`src/rtl/core/ptme_pkg.sv`:
```
`timescale 1ns / 1ps

package ptme_pkg;

    localparam int TABLE_PAGES_DEF = 16;
    localparam int ENTRIES         = 512;
    localparam int IDX_W           = 9;
    localparam int VA_W            = 48;
    localparam int VPN_W           = 36;
    localparam int ADDR_W          = 52;
    localparam int FLAG_W          = 12;
    localparam int PAGE_OFS_W      = 12;
    localparam int ADDED_W         = 2;
    localparam int CFG_IDX_W       = 2;

    // Configuration register indexes
    localparam logic [CFG_IDX_W-1:0] CFG_ROOT_TABLE  = 2'd0;
    localparam logic [CFG_IDX_W-1:0] CFG_ALLOC_START = 2'd1;

    // Walk levels
    localparam logic [1:0] LVL_TOP  = 2'd0;
    localparam logic [1:0] LVL_DIR  = 2'd2;
    localparam logic [1:0] LVL_LEAF = 2'd3;

    typedef enum logic [3:0] {
        ST_IDLE,
        ST_READ_LINK,
        ST_READ_INFO,
        ST_CHECK,
        ST_PTR,
        ST_ALLOC,
        ST_LEAF,
        ST_NEXT,
        ST_RESP
    } ptme_state_t;

    typedef enum logic {
        OP_ALLOC_PTR,
        OP_LEAF_ADDR
    } ptme_op_t;

    typedef struct packed {
        logic link_rd;
        logic info_rd;
        logic alloc_wr;
    } ptme_mem_ctl_t;

    // Pick the 9-bit table index of one level out of the virtual page number
    function automatic logic [IDX_W-1:0] ptme_level_index(input logic [VPN_W-1:0] vpn,
                                                          input logic [1:0] lvl);
        logic [IDX_W-1:0] idx;
        unique case (lvl)
            2'd0:    idx = vpn[35:27];
            2'd1:    idx = vpn[26:18];
            2'd2:    idx = vpn[17:9];
            default: idx = vpn[8:0];
        endcase
        return idx;
    endfunction

endpackage

```
`src/rtl/core/ptme_add_unit.sv`:
```
`timescale 1ns / 1ps

// Shared 52-bit adder: allocation pointer or leaf entry address, result registered.
module ptme_add_unit #(
    parameter int TABLE_PAGES = ptme_pkg::TABLE_PAGES_DEF,
    localparam int PAGE_W = $clog2(TABLE_PAGES)
) (
    input  logic                        clk,
    input  ptme_pkg::ptme_op_t          op,
    input  logic [ptme_pkg::ADDR_W-1:0] alloc_base,
    input  logic [PAGE_W-1:0]           pages_used,
    input  logic [ptme_pkg::ADDR_W-1:0] page_base,
    input  logic [ptme_pkg::IDX_W-1:0]  leaf_index,
    output logic [ptme_pkg::ADDR_W-1:0] sum
);
    import ptme_pkg::*;

    logic [ADDR_W-1:0] opa;
    logic [ADDR_W-1:0] opb;
    logic [ADDR_W-1:0] sum_reg;

    always_comb
    begin
        case (op)
            OP_LEAF_ADDR:
            begin
                opa = page_base;
                opb = {{(ADDR_W-IDX_W-3){1'b0}}, leaf_index, 3'b000};
            end
            default:
            begin
                opa = alloc_base;
                opb = {{(ADDR_W-PAGE_W-PAGE_OFS_W){1'b0}}, pages_used,
                       {PAGE_OFS_W{1'b0}}};
            end
        endcase
    end

    always_ff @(posedge clk)
    begin
        sum_reg <= opa + opb;
    end

    assign sum = sum_reg;

endmodule

```
`config.mk`:
```
export PLATFORM = sky130hd
export DESIGN_NAME = ptme_add_unit
export DESIGN_NICKNAME = d
export VERILOG_FILES = /design/src/rtl/core/ptme_pkg.sv /design/src/rtl/core/ptme_add_unit.sv
export SDC_FILE = /design/constraint.sdc
export NUM_CORES = 1
export LEC_CHECK = 0
export ABC_AREA = 1
export BUFFER_PORTS_ARGS = -buffer_cell sky130_fd_sc_hd__buf_2
export CORE_AREA = 2 2 87 106
export DETAILED_ROUTE_END_ITERATION = 16
export DIE_AREA = 0 0 89 108
export PLACE_DENSITY = 0.8
export SLEW_MARGIN = 10
export SYNTH_ARGS = -nofsm -noshare
export SYNTH_HDL_FRONTEND = slang
export SYNTH_SLANG_ARGS = --single-unit
```
`constraint.sdc`:
```
create_clock -name clk -period 3.6 [get_ports clk]
set_clock_uncertainty 0.05 [all_clocks]
set_input_delay 0.72 -clock clk [delete_from_list [all_inputs] [get_ports clk]]
set_output_delay 0.72 -clock clk [all_outputs]
set_load 0.03 [all_outputs]
```
# ---- Yosys cells after proc, flatten, opt, wreduce, memory -nomap -nowiden
# Index checks and enable logic that the tools add are counted.
dict set report totals {
  regBits 52
  latchBits 0
  ram_bits 0
  rom_bits 0
  out_inout_bits 52
  wordCells 4
  memories 0
}
dict set report classes {
  n_addsub 1
  multipliers 0
  div_mod_pow 0
  order_cmp 0
  eq_ne 0
  shifts 0
  muxes 2
  bitwise 0
  reduce_logical 0
}
# op n
set op_table {}
lappend op_table {{$add A52 B52 Y52} 1}
lappend op_table {{$mux W52} 1}
lappend op_table {{$mux W16} 1}

# ---- Depth between registers and ports, before layout
dict set report depth {
  depth_word 2
  mapped_depth 20
  depth_no_buf 16
}

# ---- Worst setup path after synthesis
# OpenSTA, ideal clock, no wires.
dict set report synth_timing {
  kind {input to register}
  from {input port op}
  to {register sum_reg[24], in the netlist sum[24]}
  setup_ps 118
  arrival_ps 2876
  t_required_ps 3432
  path_slack_ps 556
  stages 14
  cell_sequence {buf_6 buf_2 buf_1 clkbuf_1 nor2_1 ha_1 nand2_1 nor2_1 inv_1 nor2_1 nor2_1 nand2_1 nand2_1 xnor2_1}
}
dict set report synth_between {
  elab_chain_len 2
  word_cells_on_any_way 3
  classes_between {add/sub (1); mux (2)}
}
# item line_no
set synth_rtl {}
lappend synth_rtl {{from (decl)} ptme_add_unit.sv:9} ;# input ptme_pkg::ptme_op_t op,
lappend synth_rtl {{$mux W52 or $mux W16 (tied branches)} ptme_add_unit.sv:24} ;# case (op)
lappend synth_rtl {{$add A52 B52 Y52 *} ptme_add_unit.sv:41} ;# sum_reg <= opa + opb;
lappend synth_rtl {{to (signal assigned)} ptme_add_unit.sv:41}
lappend synth_rtl {{to (decl)} ptme_add_unit.sv:20} ;# logic [ADDR_W-1:0] sum_reg;
# Mark *: on every way between the ends. The rest lies on a longest branch, timed or not.

# ---- Final worst setup path
dict set report layout_timing {
  from {input port op}
  to {register sum_reg[35], in the netlist sum[35]}
}
# The elaborated chain is that of the path after synthesis.

==> results.toml <==
[final_layout]
largest_reg_flops = 52
drive_gt1_share_pct = 22.15
final_util_pct = 60.46
layout.cells.non_filler = 1029
syn_to_final_growth_pct = 24.77
nets = 1044
diodes = 0

[detailed_routing]
wl_met2_um = 5997
firstDrtPassIters = 5
num_vias = 4877
drt_iter0_markers = 245
wl_met3_um = 824
top_layer = "met4"
wl_met1_um = 4992
wirelength_um = 12100
wl_per_cell_um = 11.76
drcViolationCount = 0
viasPerCell = 4.740
ant_nets = 0

[sta]
finalWorstSetupSlack_ns = 0.9519
final_max_slew_viol_count = 0
hold_violations = 0
relSlewSlack_pct = 63.23
fin_crit_sh_pct = 73.56
setup_violations = 0
finalSetupTns_ns = 0
max_freq_mhz = 377.6
finalCriticalPeriod_ns = 2.648
rsz0062_at_grt = "no"
worstMarginPinSlew_ns = 0.5458

[setup_path]
critical_path_required_ns = 3.80
cp-end-kind = "flop"
crit_arrival_ns = 2.84
cp_max_fo = 39
crit_path_start_kind = "input port"
worst-setup-path-type = "input port to flop"

[global_route]
antenna_found_initial = 0
groute.usage.overall_pct = 25.70
grt_max_degree = 56
grt_first_pass_wirelength_um = 19540
grt_overflow = 0
grt_pass1_vias = 4437

[clock_network]
cts_setup_buffers = 0
cts-root-buf = "clkbuf_8"
clock_path_buffers = 2
clkTransAtPathRegs_ns = 0.10
cts_resized = 0
cts.sinks = 52
cts_buffers = 5
htreeDepth = 2
cts_tree = "yes"
holdBufCountCts = 0

[synth]
ys_warn_count = 0
ys_types = 23
synthesis.nets = 878
synth_cells = 745
synth_top_family_by_area = "simple AND/OR/NAND/NOR gates"
syn_avg_cell_area_um2 = 5.541
synth_compound_area_share_pct = 2.304
synth_xor_area_share_pct = 5.517
yosys.area_share.simple_pct = 52.05
seq_area_frac_synth_pct = 25.22
syn_area_mm2 = 0.004128
synth_adder_area_share_pct = 4.426
ys_ff_latch = 52
muxShareOfSynthArea_pct = 0

[place]
gp_congestion = 0.9323
dp_cells = 1021
hpwl_um = 10360
port_buffers = 170
dp_slack_ns = 0.6368

[die]
rows = 37
die_y_um = 108
die_w_um = 89
core_area_mm2 = 0.008518
initial_core_util_pct = 48.46
die_area_mm2 = 0.009612
pin_count = 171

[status]
outcome = "finished, final reports clean"

[pwr]
p_per_area_mw_per_mm2 = 318.7
power_leakage_nw = 3.054
irDropWorstVdd_uv = 163.8

[min_path]
hold_class = "input port to flop"

[flow_run]
cap_viol_max_count = 0
final timing paths:
path / start / end / slack, ns / cells past startpoint
worst max-delay path: op / sum[35]$_DFF_P_ / 0.95 / 14
worst min-delay path: alloc_base[2] / sum[2]$_DFF_P_ / 0.54 / 3
synth_stat cells (all sizes together):
master	count	share of area, %
nand3b	5	0.91
inv	87	8.1
a21oi	10	1.2
clkbuf	2	0.18
dfxtp	52	25
xor2	20	4.2
or2	1	0.15
buf	11	2.2
nand3	44	5.5
nand4	6	0.91
ha	13	3.9
nor2	92	8.9
o21ai	9	1.1
nand2	386	36
xnor2	6	1.3
fa	1	0.49
area by class of cell:
type	count	area [um2]
inverters	87	334.1
repair buffers	172	878.3
clock buffers	5	68.82
well taps	117	146.4
fillers	931	3368
clock inverters	3	27.53
multi-input cells	593	2654
flip-flops and latches	52	1041
cell usage in the layout (no fill, tap or decap):
| cell | instances |
|---|---|
| o21ai_0 | 9 |
| nand3b_1 | 5 |
| dfxtp_1 | 52 |
| nand3_2 | 1 |
| nand2_2 | 11 |
| buf_12 | 1 |
| nand2_1 | 375 |
| clkinvlp_4 | 1 |
| buf_2 | 170 |
| xor2_1 | 20 |
| xnor2_1 | 6 |
| nand3_1 | 43 |
| ha_1 | 13 |
| clkinv_4 | 1 |
| inv_1 | 86 |
| inv_8 | 2 |
| fa_1 | 1 |
| clkbuf_8 | 5 |
| nor2_2 | 8 |
| or2_2 | 1 |
| nor2_1 | 84 |
| buf_4 | 1 |
| nand4_1 | 6 |
| a21oi_1 | 10 |
kinds of logic (layout without fill, tap and decap cells):
group,count (synthesis),after routing
simple gates,534,534
compound gates,19,19
flops,52,52
buf+inv,100,267
xor+xnor,26,26
fa+ha+maj,14,14
per-layer routing:
| metal | up-vias | GRT usage (%) |
|---|---|---|
| li1 | 2579 | - |
| met1 | 2108 | 29.32 |
| met2 | 173 | 48.08 |
| met3 | 17 | 4.733 |
| met4 | 0 | 6.823 |
| met5 | - | 0 |
worst max-delay path, stage by stage:
cell	delay, ns
buf_2	0.15
buf_12	0.18
nand2_1	0.08
nand2_1	0.05
ha_1	0.24
fa_1	0.43
nand3_1	0.11
nand3_1	0.16
nand2_1	0.10
nand3_1	0.13
nand2_1	0.10
nand2_1	0.13
nand2_1	0.11
xor2_1	0.14
report_power, final:
part / internal, mW / switching (mW)
registers: 0.645 / 0.0186
logic: 0.196 / 0.419
clock network: 0.143 / 0.219
per-stage QoR:
| stage | hold WS (ns) | power, mW | cell area [um2] |
|---|---|---|---|
| final | 0.5398 | 1.641 | 5150 |
| after global routing | 0.5252 | 1.745 | 5150 |
| after CTS | 0.5347 | 1.654 | 5150 |
| after detailed placement | 0.8618 | 1.293 | 5054 |
| after global placement | 0.8623 | 1.289 | 5054 |
| after floorplan | 0.7731 | 1.088 | 4128 |
Power figures use the tool's default switching activity.
