==> src/rtl/core/ptme_pkg.sv <==
`timescale 1ns / 1ps

package ptme_pkg;

    localparam int TABLE_PAGES_DEF = 16;
    localparam int ENTRIES         = 512;
    localparam int IDX_W           = 9;
    localparam int VA_W            = 48;
    localparam int VPN_W           = 36;
    localparam int ADDR_W          = 52;
    localparam int FLAG_W          = 12;
    localparam int PAGE_OFS_W      = 12;
    localparam int ADDED_W         = 2;
    localparam int CFG_IDX_W       = 2;

    // Configuration register indexes
    localparam logic [CFG_IDX_W-1:0] CFG_ROOT_TABLE  = 2'd0;
    localparam logic [CFG_IDX_W-1:0] CFG_ALLOC_START = 2'd1;

    // Walk levels
    localparam logic [1:0] LVL_TOP  = 2'd0;
    localparam logic [1:0] LVL_DIR  = 2'd2;
    localparam logic [1:0] LVL_LEAF = 2'd3;

    typedef enum logic [3:0] {
        ST_IDLE,
        ST_READ_LINK,
        ST_READ_INFO,
        ST_CHECK,
        ST_PTR,
        ST_ALLOC,
        ST_LEAF,
        ST_NEXT,
        ST_RESP
    } ptme_state_t;

    typedef enum logic {
        OP_ALLOC_PTR,
        OP_LEAF_ADDR
    } ptme_op_t;

    typedef struct packed {
        logic link_rd;
        logic info_rd;
        logic alloc_wr;
    } ptme_mem_ctl_t;

    // Pick the 9-bit table index of one level out of the virtual page number
    function automatic logic [IDX_W-1:0] ptme_level_index(input logic [VPN_W-1:0] vpn,
                                                          input logic [1:0] lvl);
        logic [IDX_W-1:0] idx;
        unique case (lvl)
            2'd0:    idx = vpn[35:27];
            2'd1:    idx = vpn[26:18];
            2'd2:    idx = vpn[17:9];
            default: idx = vpn[8:0];
        endcase
        return idx;
    endfunction

endpackage

==> src/rtl/core/ptme_seq.sv <==
`timescale 1ns / 1ps

// Walk and allocation sequencer with the result register.
module ptme_seq #(
    parameter int TABLE_PAGES = ptme_pkg::TABLE_PAGES_DEF,
    localparam int PAGE_W = $clog2(TABLE_PAGES),
    localparam int SLOT_W = PAGE_W + ptme_pkg::IDX_W,
    localparam int INFO_W = SLOT_W + ptme_pkg::ADDR_W
) (
    input  logic                         clk,
    input  logic                         rst_n,
    input  logic                         req_valid,
    output logic                         req_ready,
    input  logic [ptme_pkg::VA_W-1:0]    virt_address,
    input  logic [ptme_pkg::ADDR_W-1:0]  phys_address,
    input  logic [ptme_pkg::FLAG_W-1:0]  flags,
    output logic                         rsp_valid,
    input  logic                         rsp_ready,
    output logic [ptme_pkg::ADDR_W-1:0]  leaf_entry_address,
    output logic [ptme_pkg::ADDR_W-1:0]  leaf_value,
    output logic [ptme_pkg::ADDED_W-1:0] tables_added,
    output logic                         out_of_space,
    output logic [ptme_pkg::ADDR_W-1:0]  next_free_address,
    input  logic [ptme_pkg::ADDR_W-1:0]  root_address,
    output ptme_pkg::ptme_op_t           add_op,
    output logic [ptme_pkg::ADDR_W-1:0]  page_base,
    output logic [ptme_pkg::IDX_W-1:0]   leaf_index,
    output logic [PAGE_W-1:0]            pages_used,
    input  logic [ptme_pkg::ADDR_W-1:0]  add_sum,
    output ptme_pkg::ptme_mem_ctl_t      mem_ctl,
    output logic [SLOT_W-1:0]            link_addr,
    output logic [PAGE_W-1:0]            link_wdata,
    input  logic [PAGE_W-1:0]            link_rdata,
    output logic [PAGE_W-1:0]            info_addr,
    output logic [INFO_W-1:0]            info_wdata,
    input  logic [INFO_W-1:0]            info_rdata
);
    import ptme_pkg::*;

    localparam int unsigned MAX_USED_I = TABLE_PAGES - 1;
    localparam logic [PAGE_W:0] MAX_USED = (PAGE_W+1)'(MAX_USED_I);

    ptme_state_t         state_reg, state_next;
    logic [1:0]          lvl_reg, lvl_next;
    logic [PAGE_W-1:0]   page_reg, page_next;
    logic [PAGE_W-1:0]   pages_used_reg, pages_used_next;
    logic [ADDED_W-1:0]  added_reg, added_next;
    logic                oos_reg, oos_next;
    logic [VPN_W-1:0]    vpn_reg, vpn_next;
    logic [ADDR_W-1:0]   leaf_val_reg, leaf_val_next;
    logic [ADDR_W-1:0]   page_base_reg, page_base_next;
    logic [ADDR_W-1:0]   leaf_addr_reg, leaf_addr_next;
    logic                rsp_valid_reg, rsp_valid_next;
    logic [ADDR_W-1:0]   rsp_leaf_addr_reg, rsp_leaf_addr_next;
    logic [ADDR_W-1:0]   rsp_leaf_val_reg, rsp_leaf_val_next;
    logic [ADDED_W-1:0]  rsp_added_reg, rsp_added_next;
    logic                rsp_oos_reg, rsp_oos_next;
    logic [ADDR_W-1:0]   rsp_next_free_reg, rsp_next_free_next;

    logic [IDX_W-1:0]    cur_idx;
    logic [SLOT_W-1:0]   cur_slot;
    logic [PAGE_W-1:0]   new_page;
    logic [PAGE_W:0]     used_after;
    logic                entry_hit;

    assign cur_idx  = ptme_level_index(vpn_reg, lvl_reg);
    assign cur_slot = {page_reg, cur_idx};
    assign new_page = pages_used_reg + PAGE_W'(1);

    // An entry counts as present only when its link names an allocated page
    // whose record points back at this very slot; stale store contents fail this.
    assign entry_hit = (link_rdata != '0) && (link_rdata <= pages_used_reg)
                       && (info_rdata[INFO_W-1:ADDR_W] == cur_slot);

    assign used_after = {1'b0, pages_used_reg} + (PAGE_W+1)'(2'd3 - lvl_reg);

    always_ff @(posedge clk or negedge rst_n)
    begin
        if (!rst_n)
        begin
            state_reg      <= ST_IDLE;
            pages_used_reg <= '0;
            rsp_valid_reg  <= 1'b0;
        end
        else
        begin
            state_reg      <= state_next;
            pages_used_reg <= pages_used_next;
            rsp_valid_reg  <= rsp_valid_next;
        end
    end

    always_ff @(posedge clk)
    begin
        lvl_reg           <= lvl_next;
        page_reg          <= page_next;
        added_reg         <= added_next;
        oos_reg           <= oos_next;
        vpn_reg           <= vpn_next;
        leaf_val_reg      <= leaf_val_next;
        page_base_reg     <= page_base_next;
        leaf_addr_reg     <= leaf_addr_next;
        rsp_leaf_addr_reg <= rsp_leaf_addr_next;
        rsp_leaf_val_reg  <= rsp_leaf_val_next;
        rsp_added_reg     <= rsp_added_next;
        rsp_oos_reg       <= rsp_oos_next;
        rsp_next_free_reg <= rsp_next_free_next;
    end

    always_comb
    begin
        state_next         = state_reg;
        lvl_next           = lvl_reg;
        page_next          = page_reg;
        pages_used_next    = pages_used_reg;
        added_next         = added_reg;
        oos_next           = oos_reg;
        vpn_next           = vpn_reg;
        leaf_val_next      = leaf_val_reg;
        page_base_next     = page_base_reg;
        leaf_addr_next     = leaf_addr_reg;
        rsp_valid_next     = rsp_valid_reg && !rsp_ready;
        rsp_leaf_addr_next = rsp_leaf_addr_reg;
        rsp_leaf_val_next  = rsp_leaf_val_reg;
        rsp_added_next     = rsp_added_reg;
        rsp_oos_next       = rsp_oos_reg;
        rsp_next_free_next = rsp_next_free_reg;

        req_ready  = 1'b0;
        add_op     = OP_ALLOC_PTR;
        mem_ctl    = '0;
        link_addr  = cur_slot;
        link_wdata = new_page;
        info_addr  = link_rdata;
        info_wdata = {cur_slot, add_sum};

        unique case (state_reg)
            ST_IDLE:
            begin
                req_ready = 1'b1;
                if (req_valid)
                begin
                    vpn_next      = virt_address[VA_W-1:PAGE_OFS_W];
                    leaf_val_next = phys_address | {{(ADDR_W-FLAG_W){1'b0}}, flags};
                    lvl_next      = LVL_TOP;
                    page_next     = '0;
                    added_next    = '0;
                    oos_next      = 1'b0;
                    state_next    = ST_READ_LINK;
                end
            end
            ST_READ_LINK:
            begin
                mem_ctl.link_rd = 1'b1;
                state_next      = ST_READ_INFO;
            end
            ST_READ_INFO:
            begin
                mem_ctl.info_rd = 1'b1;
                state_next      = ST_CHECK;
            end
            ST_CHECK:
            begin
                if (entry_hit)
                begin
                    page_next      = link_rdata;
                    page_base_next = info_rdata[ADDR_W-1:0];
                    if (lvl_reg == LVL_DIR)
                    begin
                        lvl_next   = LVL_LEAF;
                        state_next = ST_LEAF;
                    end
                    else
                    begin
                        lvl_next   = lvl_reg + 2'd1;
                        state_next = ST_READ_LINK;
                    end
                end
                else if (used_after > MAX_USED)
                begin
                    oos_next   = 1'b1;
                    state_next = ST_NEXT;
                end
                else
                begin
                    state_next = ST_PTR;
                end
            end
            ST_PTR:
            begin
                state_next = ST_ALLOC;
            end
            ST_ALLOC:
            begin
                // add_sum holds the pointer for the page being claimed
                mem_ctl.alloc_wr = 1'b1;
                info_addr        = new_page;
                pages_used_next  = new_page;
                added_next       = added_reg + ADDED_W'(1);
                page_next        = new_page;
                page_base_next   = add_sum;
                if (lvl_reg == LVL_DIR)
                begin
                    lvl_next   = LVL_LEAF;
                    state_next = ST_LEAF;
                end
                else
                begin
                    lvl_next   = lvl_reg + 2'd1;
                    state_next = ST_PTR;
                end
            end
            ST_LEAF:
            begin
                add_op     = OP_LEAF_ADDR;
                state_next = ST_NEXT;
            end
            ST_NEXT:
            begin
                leaf_addr_next = add_sum;
                state_next     = ST_RESP;
            end
            ST_RESP:
            begin
                // hold until the result register is free
                if (!rsp_valid_reg || rsp_ready)
                begin
                    rsp_valid_next     = 1'b1;
                    rsp_leaf_addr_next = oos_reg ? '0 : leaf_addr_reg;
                    rsp_leaf_val_next  = oos_reg ? '0 : leaf_val_reg;
                    rsp_added_next     = oos_reg ? '0 : added_reg;
                    rsp_oos_next       = oos_reg;
                    rsp_next_free_next = add_sum;
                    state_next         = ST_IDLE;
                end
            end
            default:
            begin
                state_next = ST_IDLE;
            end
        endcase
    end

    assign page_base  = (page_reg == '0) ? root_address : page_base_reg;
    assign leaf_index = cur_idx;
    assign pages_used = pages_used_reg;

    assign rsp_valid          = rsp_valid_reg;
    assign leaf_entry_address = rsp_leaf_addr_reg;
    assign leaf_value         = rsp_leaf_val_reg;
    assign tables_added       = rsp_added_reg;
    assign out_of_space       = rsp_oos_reg;
    assign next_free_address  = rsp_next_free_reg;

    a_pages_bound: assert property (@(posedge clk) disable iff (!rst_n)
        {1'b0, pages_used_reg} <= MAX_USED)
        else $error("page count beyond the store");

    a_pages_only_alloc: assert property (@(posedge clk) disable iff (!rst_n)
        (state_reg != ST_ALLOC) |=> $stable(pages_used_reg))
        else $error("page count moved outside allocation");

    a_alloc_link: assert property (@(posedge clk) disable iff (!rst_n)
        mem_ctl.alloc_wr |-> (link_wdata != '0) && (info_addr == link_wdata))
        else $error("allocation writes the root or a mismatched record");

    a_oos_empty: assert property (@(posedge clk) disable iff (!rst_n)
        (rsp_valid_reg && rsp_oos_reg) |-> (rsp_added_reg == '0)
            && (rsp_leaf_val_reg == '0) && (rsp_leaf_addr_reg == '0))
        else $error("out-of-space result carries a mapping");

endmodule

==> config.mk <==
export PLATFORM = sky130hd
export DESIGN_NAME = ptme_seq
export DESIGN_NICKNAME = d
export VERILOG_FILES = /design/src/rtl/core/ptme_pkg.sv /design/src/rtl/core/ptme_seq.sv
export SDC_FILE = /design/constraint.sdc
export NUM_CORES = 1
export LEC_CHECK = 0
export ABC_AREA = 1
export BUFFER_PORTS_ARGS = -buffer_cell sky130_fd_sc_hd__buf_4
export CAP_MARGIN = 20
export CORE_AREA = 2 2 237 239
export CTS_BUF_LIST = sky130_fd_sc_hd__clkbuf_8
export CTS_CLUSTER_DIAMETER = 30
export DETAILED_ROUTE_END_ITERATION = 10
export DIE_AREA = 0 0 239 241
export GPL_TIMING_DRIVEN = 0
export MAX_ROUTING_LAYER = met4
export PLACE_DENSITY_LB_ADDON = 0.2
export SETUP_SLACK_MARGIN = 0.3
export SLEW_MARGIN = 20
export SYNTH_ARGS = -nofsm -noshare
export SYNTH_HDL_FRONTEND = slang
export SYNTH_SLANG_ARGS = --single-unit
==> constraint.sdc <==
create_clock -name clk -period 8.7 [get_ports clk]
set_input_delay 0.87 -clock clk [delete_from_list [all_inputs] [get_ports clk]]
set_output_delay 0.87 -clock clk [all_outputs]
set_load 0.01 [all_outputs]
After elaboration in Yosys (flattened, before gate mapping)
Index checks and enable logic that the tools add are counted.
Storage, ports and cells
  register bits: 369
  bits in latches: 0
  memory bits (writable): 0
  ROM bits: 0
  bits of input ports: 289
  output and inout bits: 316
  logic and storage cells: 92
  memories kept: 0
Cells by class
  add/subtract/negate cells: 5
  $mul: 0
  divide/modulo/power cells: 0
  order comparisons: 2
  equality and inequality tests: 16
  shifts and indexed selects: 0
  mux-type cells: 31
  bitwise gates (word level): 1
  reductions and logical operators: 21
Operators by type and width (number)
  52-bit 2-to-1 mux: 2
  52-bit one-hot mux with 2 select lines: 1
  52-bit by 12-bit OR with 52-bit output: 1
  4-bit one-hot mux with 9 select lines: 1
  9-bit one-hot mux with 3 select lines: 1
  4-bit 2-to-1 mux: 6
  4-bit by 3-bit == test with 1-bit output (second input constant): 4
  13-bit == test: 1
  4-bit one-hot mux with 3 select lines: 1
  1-bit 2-to-1 mux: 10
  2-bit 2-to-1 mux: 5
  2-bit inequality test (second input constant): 5
  2-bit AND reduction: 5
  4-bit by 2-bit == test with 1-bit output (second input constant): 2
  4-bit logical NOT: 2
  2-bit one-hot mux with 3 select lines: 1
  2-bit nonzero test: 3
  4-bit by 5-bit adder with 5-bit output: 1
  5-bit by 4-bit > comparator with 1-bit output (second input constant): 1
  2-bit by 1-bit adder with 2-bit output (second input constant): 2
  4-bit by 1-bit adder with 4-bit output (second input constant): 1
  4-bit by 1-bit == test with 1-bit output (second input constant): 1
  4-bit == test (second input constant): 1
  4-bit <= comparator: 1
  other kinds (14): 17

Depth between registers and ports, before layout
Gate-level depths: netlist of run 1.
  word-level depth: 6
  gate-level depth with buffers: 17
  depth with buffers taken out: 16

Worst setup path after synthesis of run 1
No wires, ideal clock.
  kind: in2reg
  start point: input rsp_ready
  end point: register rsp_leaf_addr_reg[0] (netlist: leaf_entry_address[0]) (enable)
  data arrival time: 8.592 ns
  data required time: 7.969 ns
  slack: -0.623 ns
  stages on the path: 2
  buffers on the path: 0
  path through: inv_1 -> a21oi_1
Between the ends
  word-level cells in the longest chain between the ends: 2
RTL lines
  start: declaration: RTL line ptme_seq.sv:18  | input logic rsp_ready,
  1-bit logical OR: RTL line ptme_seq.sv:226  | if (!rsp_valid_reg || rsp_ready)
  2-bit AND reduction (no source line)
  end signal: assignment: RTL line ptme_seq.sv:103  | rsp_leaf_addr_reg <= rsp_leaf_addr_next;
  end: declaration: RTL line ptme_seq.sv:54  | logic [ADDR_W-1:0] rsp_leaf_addr_reg, rsp_leaf_addr_next;
Every way passes these cells.
A chain may end at the register's enable or synchronous reset.

Worst setup path in the final report of run 1
  start point: register page_reg[1]
  end point: output page_base[5] (netlist bit)
Between the ends
  word-level cells in the longest chain between the ends: 2
RTL lines
  start: declaration: RTL line ptme_seq.sv:45  | logic [PAGE_W-1:0] page_reg, page_next;
  start signal: assignment: RTL line ptme_seq.sv:96  | page_reg <= page_next;
  4-bit logical NOT: RTL line ptme_seq.sv:244  | assign page_base = (page_reg == '0) ? root_address : page_base_reg;
  52-bit 2-to-1 mux: RTL line ptme_seq.sv:244
  end: declaration: RTL line ptme_seq.sv:26  | output logic [ptme_pkg::ADDR_W-1:0] page_base,
Every way passes these cells.

==> reports/results.txt, run 1 <==
Net Count, Synth: 1458
final wirelength: 48400 um
synth unique cells: 34
fin nets: 2160
Slew @ Worst Pin: 0.835 ns
I/O pin count: 605
Worst setup EP type: output port
count of final hold-check violations: 0
Met2 Wirelength: 24700 um
most frequent cells in the layout: buf_4 (666), edfxtp_1 (360), nand2_1 (245), inv_1 (161), nor2_1 (125)
post-synthesis register bit count: 369
sequential fraction of the synthesis area: 73.5%
max_slew headroom: 44.3%
Avg WL per Cell: 18.3 um
Yosys Warn Count: 0
Die W: 239 um
# setup viols final: 0
antenna-violating nets left: 0
vias in the first global route: 10700
syn avg cell area: 13.0 um2
Worst Hold Class: input pin to flop
Yosys top cell by area: edfxtp_1
Area Overhead vs Synth: 52.8%
Pleak: 0.0102 uW
antenna violations before repair: 4
root buf cell: clkbuf_8
status: complete, no violations
first-pass GRT wire length: 67600 um
proportion of layout cells with a drive suffix above 1: 47.8%
Starting Density: 27.3%
CTS Buf Count: 91
grt total ovfl: 0
H-tree Lvls: 3
Cell Area, Synth: 15000 um2
Synth Instances: 1158
Place WS: 5.30 ns
Register Area: 11000 um2
clock slew seen by the registers of the worst setup and hold paths: 0.05 ns
die height: 241 um
total track usage: 16.8%
M1 WL: 18500 um
largest fanout on the critical path: 10
# rows: 86
Final TNS setup: 0 ns
commonest non-fill, non-tap cell in the layout: buf_4
Longest Clk Path Bufs: 3
Crit-path slowest cell: buf_1
clk_skew: 0.0321 ns
fillers: 5247
highest metal used: met4
max-cap violations: 0
RSZ-0062 raised after global routing: false
CP max stage delay: 0.70 ns
core area: 54900 um2
initial drt markers: 413
setup bufs post-CTS: 0
Met3 Wirelength: 3610 um
clock latency on the worst-skew pair: 0.66 ns
PortBufs: 592
Max Freq: 254 MHz
Multi-input gate area: 2710 um2
worst IR drop on VDD: 0.242 mV
synth top area cells: edfxtp_1 (72%), nand2_1 (6.1%), mux2_2 (3.9%), buf_4 (3.7%), inv_1 (3.7%)
final period utilization: 45.2%
pin count of the biggest net entering global routing: 30
worst-path cell chain: nor2_1, nand2_1, buf_1, mux2_2, buf_4
minimum clock period: 3.93 ns
Crit Path Class: flop to output port
Req. time, crit path: 7.83 ns
CTS tree: yes
crit path DAT: 3.06 ns
Vias per Instance: 4.07
count of final max-slew check failures: 0
Sink Count: 369
die footprint: 57600 um2
via count: 10800
minimum setup slack among reg-to-reg paths: 5.66 ns
area fraction of the dominant cell type after synthesis: 72.0%
DRC Markers: 0
1st-pass router iterations: 5
global placement routability congestion: 0.815
DPL Wire Length: 37300 um
Setup WS post-layout: 4.77 ns
P per Cell Area: 290 nW/um2
CP Launch Type: flop
power breakdown:
group | switching, uW | internal (uW)
clock | 870 | 1550
combinational | 1020 | 815
sequential | 93.5 | 2300
total | 1980 | 4670
Yosys cell counts, drive strengths merged:
| cell | count |
|---|---|
| a21oi | 6 |
| a22oi | 1 |
| buf | 94 |
| clkbuf | 15 |
| dfrtp | 9 |
| edfxtp | 360 |
| fa | 1 |
| ha | 10 |
| inv | 155 |
| mux2 | 52 |
| nand2 | 248 |
| nand3 | 15 |
| nand3b | 2 |
| nand4 | 6 |
| nor2 | 130 |
| nor3 | 3 |
| o21a | 1 |
| o21ai | 20 |
| o21bai | 1 |
| o22ai | 1 |
| or2 | 22 |
| xnor2 | 1 |
| xor2 | 5 |
stage by stage:
stage	power [uW]	cell area [um2]	hold WS [ns]	cells	utilization, %
floorplan	3370	15000	0.424	1158	-
global placement	4250	20300	0.445	2454	37.1
detailed placement	4300	20800	0.456	2470	37.9
CTS	6760	22900	0.294	2639	41.8
global route	7030	22900	0.316	2642	41.8
finish	6650	22900	0.382	2642	41.8
worst max-delay path, delay by kind of cell, from the launching register on:
kind,cells,cell delay (ns)
multiplexers,1,0.45
flip-flops,1,0.50
AND/OR/NAND/NOR,2,0.58
buffers and inverters,2,0.85
final timing paths:
path	cells past startpoint	startpoint	end
max	5	page_reg[1]$_DFFE_PP_	page_base[5]
min	1	virt_address[35]	vpn_reg[23]$_DFFE_PP_
max reg2reg	16	lvl_reg[0]$_SDFFCE_PN0P_	page_reg[2]$_DFFE_PP_
min reg2reg	0	oos_reg$_DFFE_PP_	out_of_space$_DFFE_PP_
max in group asynchronous	2	rst_n	rsp_valid$_DFF_PN0_
min in group asynchronous	2	rst_n	pages_used[3]$_DFFE_PN0P_
cells by family (layout without fill, tap and decap cells):
kind of cell,count (synthesis),after routing,share of synthesized area [%]
muxes,52,52,3.90
xor gates and xnor gates,6,6,0.350
adders and majority gates,11,11,0.967
and+or+nand+nor,426,426,11.5
AOI/OAI and AO/OA,30,30,1.18
buffers and inverters,264,1041,8.60
DFF,369,369,73.5
other,0,3,0
repair_timing:
item,CTS,global route
hold buffers,1,0
resized for setup,0,0
endpoints found under the hold margin,9,0
setup endpoints to repair,0,0
cell type report:
class | instances | share of cell area [%]
repair buffers | 609 | 21.2
diodes | 3 | 0.0327
flip-flops and latches | 369 | 48.1
plain buffers | 109 | 3.09
inverters | 155 | 2.54
clock inverters | 74 | 3.67
multi-input cells | 525 | 11.8
clock buffers | 94 | 5.64
well taps | 704 | 3.84
layer usage:
metal  up-vias  track usage [%]
met5         -                -
met4         0             7.84
met3        91             4.66
met2       441             28.4
met1      5031             18.2
li1       5200                -
Note: power is estimated with default switching activity, not from simulation.
==> run 2, diff against run 1 <==
Clock period 8.7 ns to 3.7 ns, I/O delays scaled along.
==> reports/results.txt, run 2 (same netlist as run 1, synthesis figures left out) <==
CTS tree: yes
CP max stage delay: 0.56 ns
global placement routability congestion: 0.805
DPL Wire Length: 36500 um
max-cap violations: 0
top cell family by delay on the critical path: buffers and inverters
status: complete, no violations
Setup WS post-layout: 0.510 ns
Final TNS setup: 0 ns
CP Depth: 5
antenna-violating nets left: 0
WP buf/inv: 2
minimum setup slack among reg-to-reg paths: 0.71 ns
clk_skew: 0.0344 ns
CTS Buf Count: 91
Crit Path Class: flop to output port
Starting Density: 27.3%
Int Power: 10600 uW
pin count of the biggest net entering global routing: 31
proportion of layout cells with a drive suffix above 1: 43.1%
# setup viols final: 0
grt total ovfl: 0
Avg WL per Cell: 17.4 um
Sink Count: 369
count of final max-slew check failures: 0
DRC Markers: 0
die height: 241 um
Clock Power Share: 33.6%
most frequent cells in the layout: buf_4 (666), edfxtp_1 (360), nand2_1 (244), dlygate4sd3_1 (206), inv_1 (158)
Vias per Instance: 4.06
fin nets: 2363
max_slew headroom: 47.0%
Place WS: 0.377 ns
final period utilization: 86.2%
worst r2r dst: lvl_reg[1]$_SDFFCE_PN0P_
setup bufs post-CTS: 0
Area Overhead vs Synth: 64.8%
Worst setup EP type: output port
PortBufs: 592
via count: 11600
P per Cell Area: 616 nW/um2
Crit-path slowest cell: buf_1
CP Launch Type: flop
die footprint: 57600 um2
clock slew seen by the registers of the worst setup and hold paths: 0.05 ns
switching fraction of total power: 30.6%
Req. time, crit path: 3.33 ns
commonest non-fill, non-tap cell in the layout: buf_4
sequential share of power: 37.0%
FF-to-FF Start: lvl_reg[0]$_SDFFCE_PN0P_
Hold Path Depth: 3
total track usage: 17.1%
Worst Setup SP: page_reg[1]$_DFFE_PP_
clock latency on the worst-skew pair: 0.65 ns
RSZ-0062 raised after global routing: false
Pleak: 0.0109 uW
final wirelength: 49400 um
Setup crit end: page_base[35]
count of final hold-check violations: 0
worst IR drop on VDD: 0.551 mV
worst-path cell chain: nor2_1, nand2_2, buf_1, mux2_2, buf_4
crit path DAT: 2.82 ns
vias in the first global route: 12000
I/O pin count: 605
first-pass GRT wire length: 70600 um
Slew @ Worst Pin: 0.794 ns
initial drt markers: 450
Max Freq: 313 MHz
Die W: 239 um
Longest Clk Path Bufs: 3
minimum clock period: 3.19 ns
root buf cell: clkbuf_8
largest fanout on the critical path: 10
worst-case reg-to-reg path depth: 17
H-tree Lvls: 3
switching power: 4670 uW
core area: 54900 um2
# rows: 86
Worst Hold Class: input pin to flop
1st-pass router iterations: 5
Comb power frac: 29.4%
antenna violations before repair: 4
## run 2: changes by cell type in the layout (fill, tap and decap cells not counted), moves of 2 or more
cell           before  now
clkinv_2           18   21
clkbuf_8           94   92
inv_6               2    0
inv_1             161  158
bufinv_16          18   11
buf_12              2    4
buf_16             13   10
clkinv_1           12   19
dlygate4sd3_1       1  206
## run 2: worst min-delay path: cells and delay by family
kind            cells  cell delay, ns
compound gates      1            0.15
buf+inv             2            0.14
## run 2: power by group through the flow
stage	Combinational [uW]	Sequential, uW	Clock, uW
after floorplan	2180	5720	0
after global placement	4150	5760	0
after detailed placement	4350	5720	0
after CTS	4550	5640	5290
after global routing	4960	5690	5510
final	4480	5640	5120
## run 2: what timing repair did
item / 4_1_cts / 5_1_grt
hold buffers: 206 / 0
gates resized for setup: 1 / 4
hold endpoints to repair: 254 / 0
pin swaps: 0 / 0
setup endpoints to repair: 50 / 16
## run 2: stage by stage
step                      total power [uW]  hold WS [ns]  util [%]  std cells  instance area [um2]
after floorplan                       7910        0.0744         -       1158                15000
after global placement                9910         0.212      37.1       2454                20400
after detailed placement             10100         0.214      37.8       2468                20700
after CTS                            15500        0.0137      45.0       2840                24700
after global routing                 16100        0.0776      45.1       2843                24700
final                                15200         0.124      45.1       2844                24700
## run 2: worst min path at each step
stage,start,end,slack (ns)
after detailed placement,rst_n,rsp_valid$_DFF_PN0_,0.21
after global placement,rst_n,rsp_valid$_DFF_PN0_,0.21
after CTS,link_rdata[2],page_reg[2]$_DFFE_PP_,0.01
after global routing,link_rdata[0],page_reg[0]$_DFFE_PP_,0.08
final,link_rdata[2],page_reg[2]$_DFFE_PP_,0.12
after floorplan,rst_n,pages_used[0]$_DFFE_PN0P_,0.07
## run 2: area by class of cell
cell class | count | area (um2)
well taps | 704 | 881
diodes | 4 | 10.0
inverters | 155 | 582
repair buffers | 812 | 6860
fillers | 5064 | 30100
flip-flops and latches | 369 | 11000
multi-input cells | 525 | 2730
clock buffers | 92 | 1270
plain buffers | 109 | 709
clock inverters | 74 | 656
## run 2: metal layers
layer  up-vias  GRT usage (%)  wire (um)
met4         0           7.31       1420
met2       460           30.1      25600
met1      5376           17.8      18300
met3       104           5.25       4000
li1       5610              -          -
met5         -              -          0
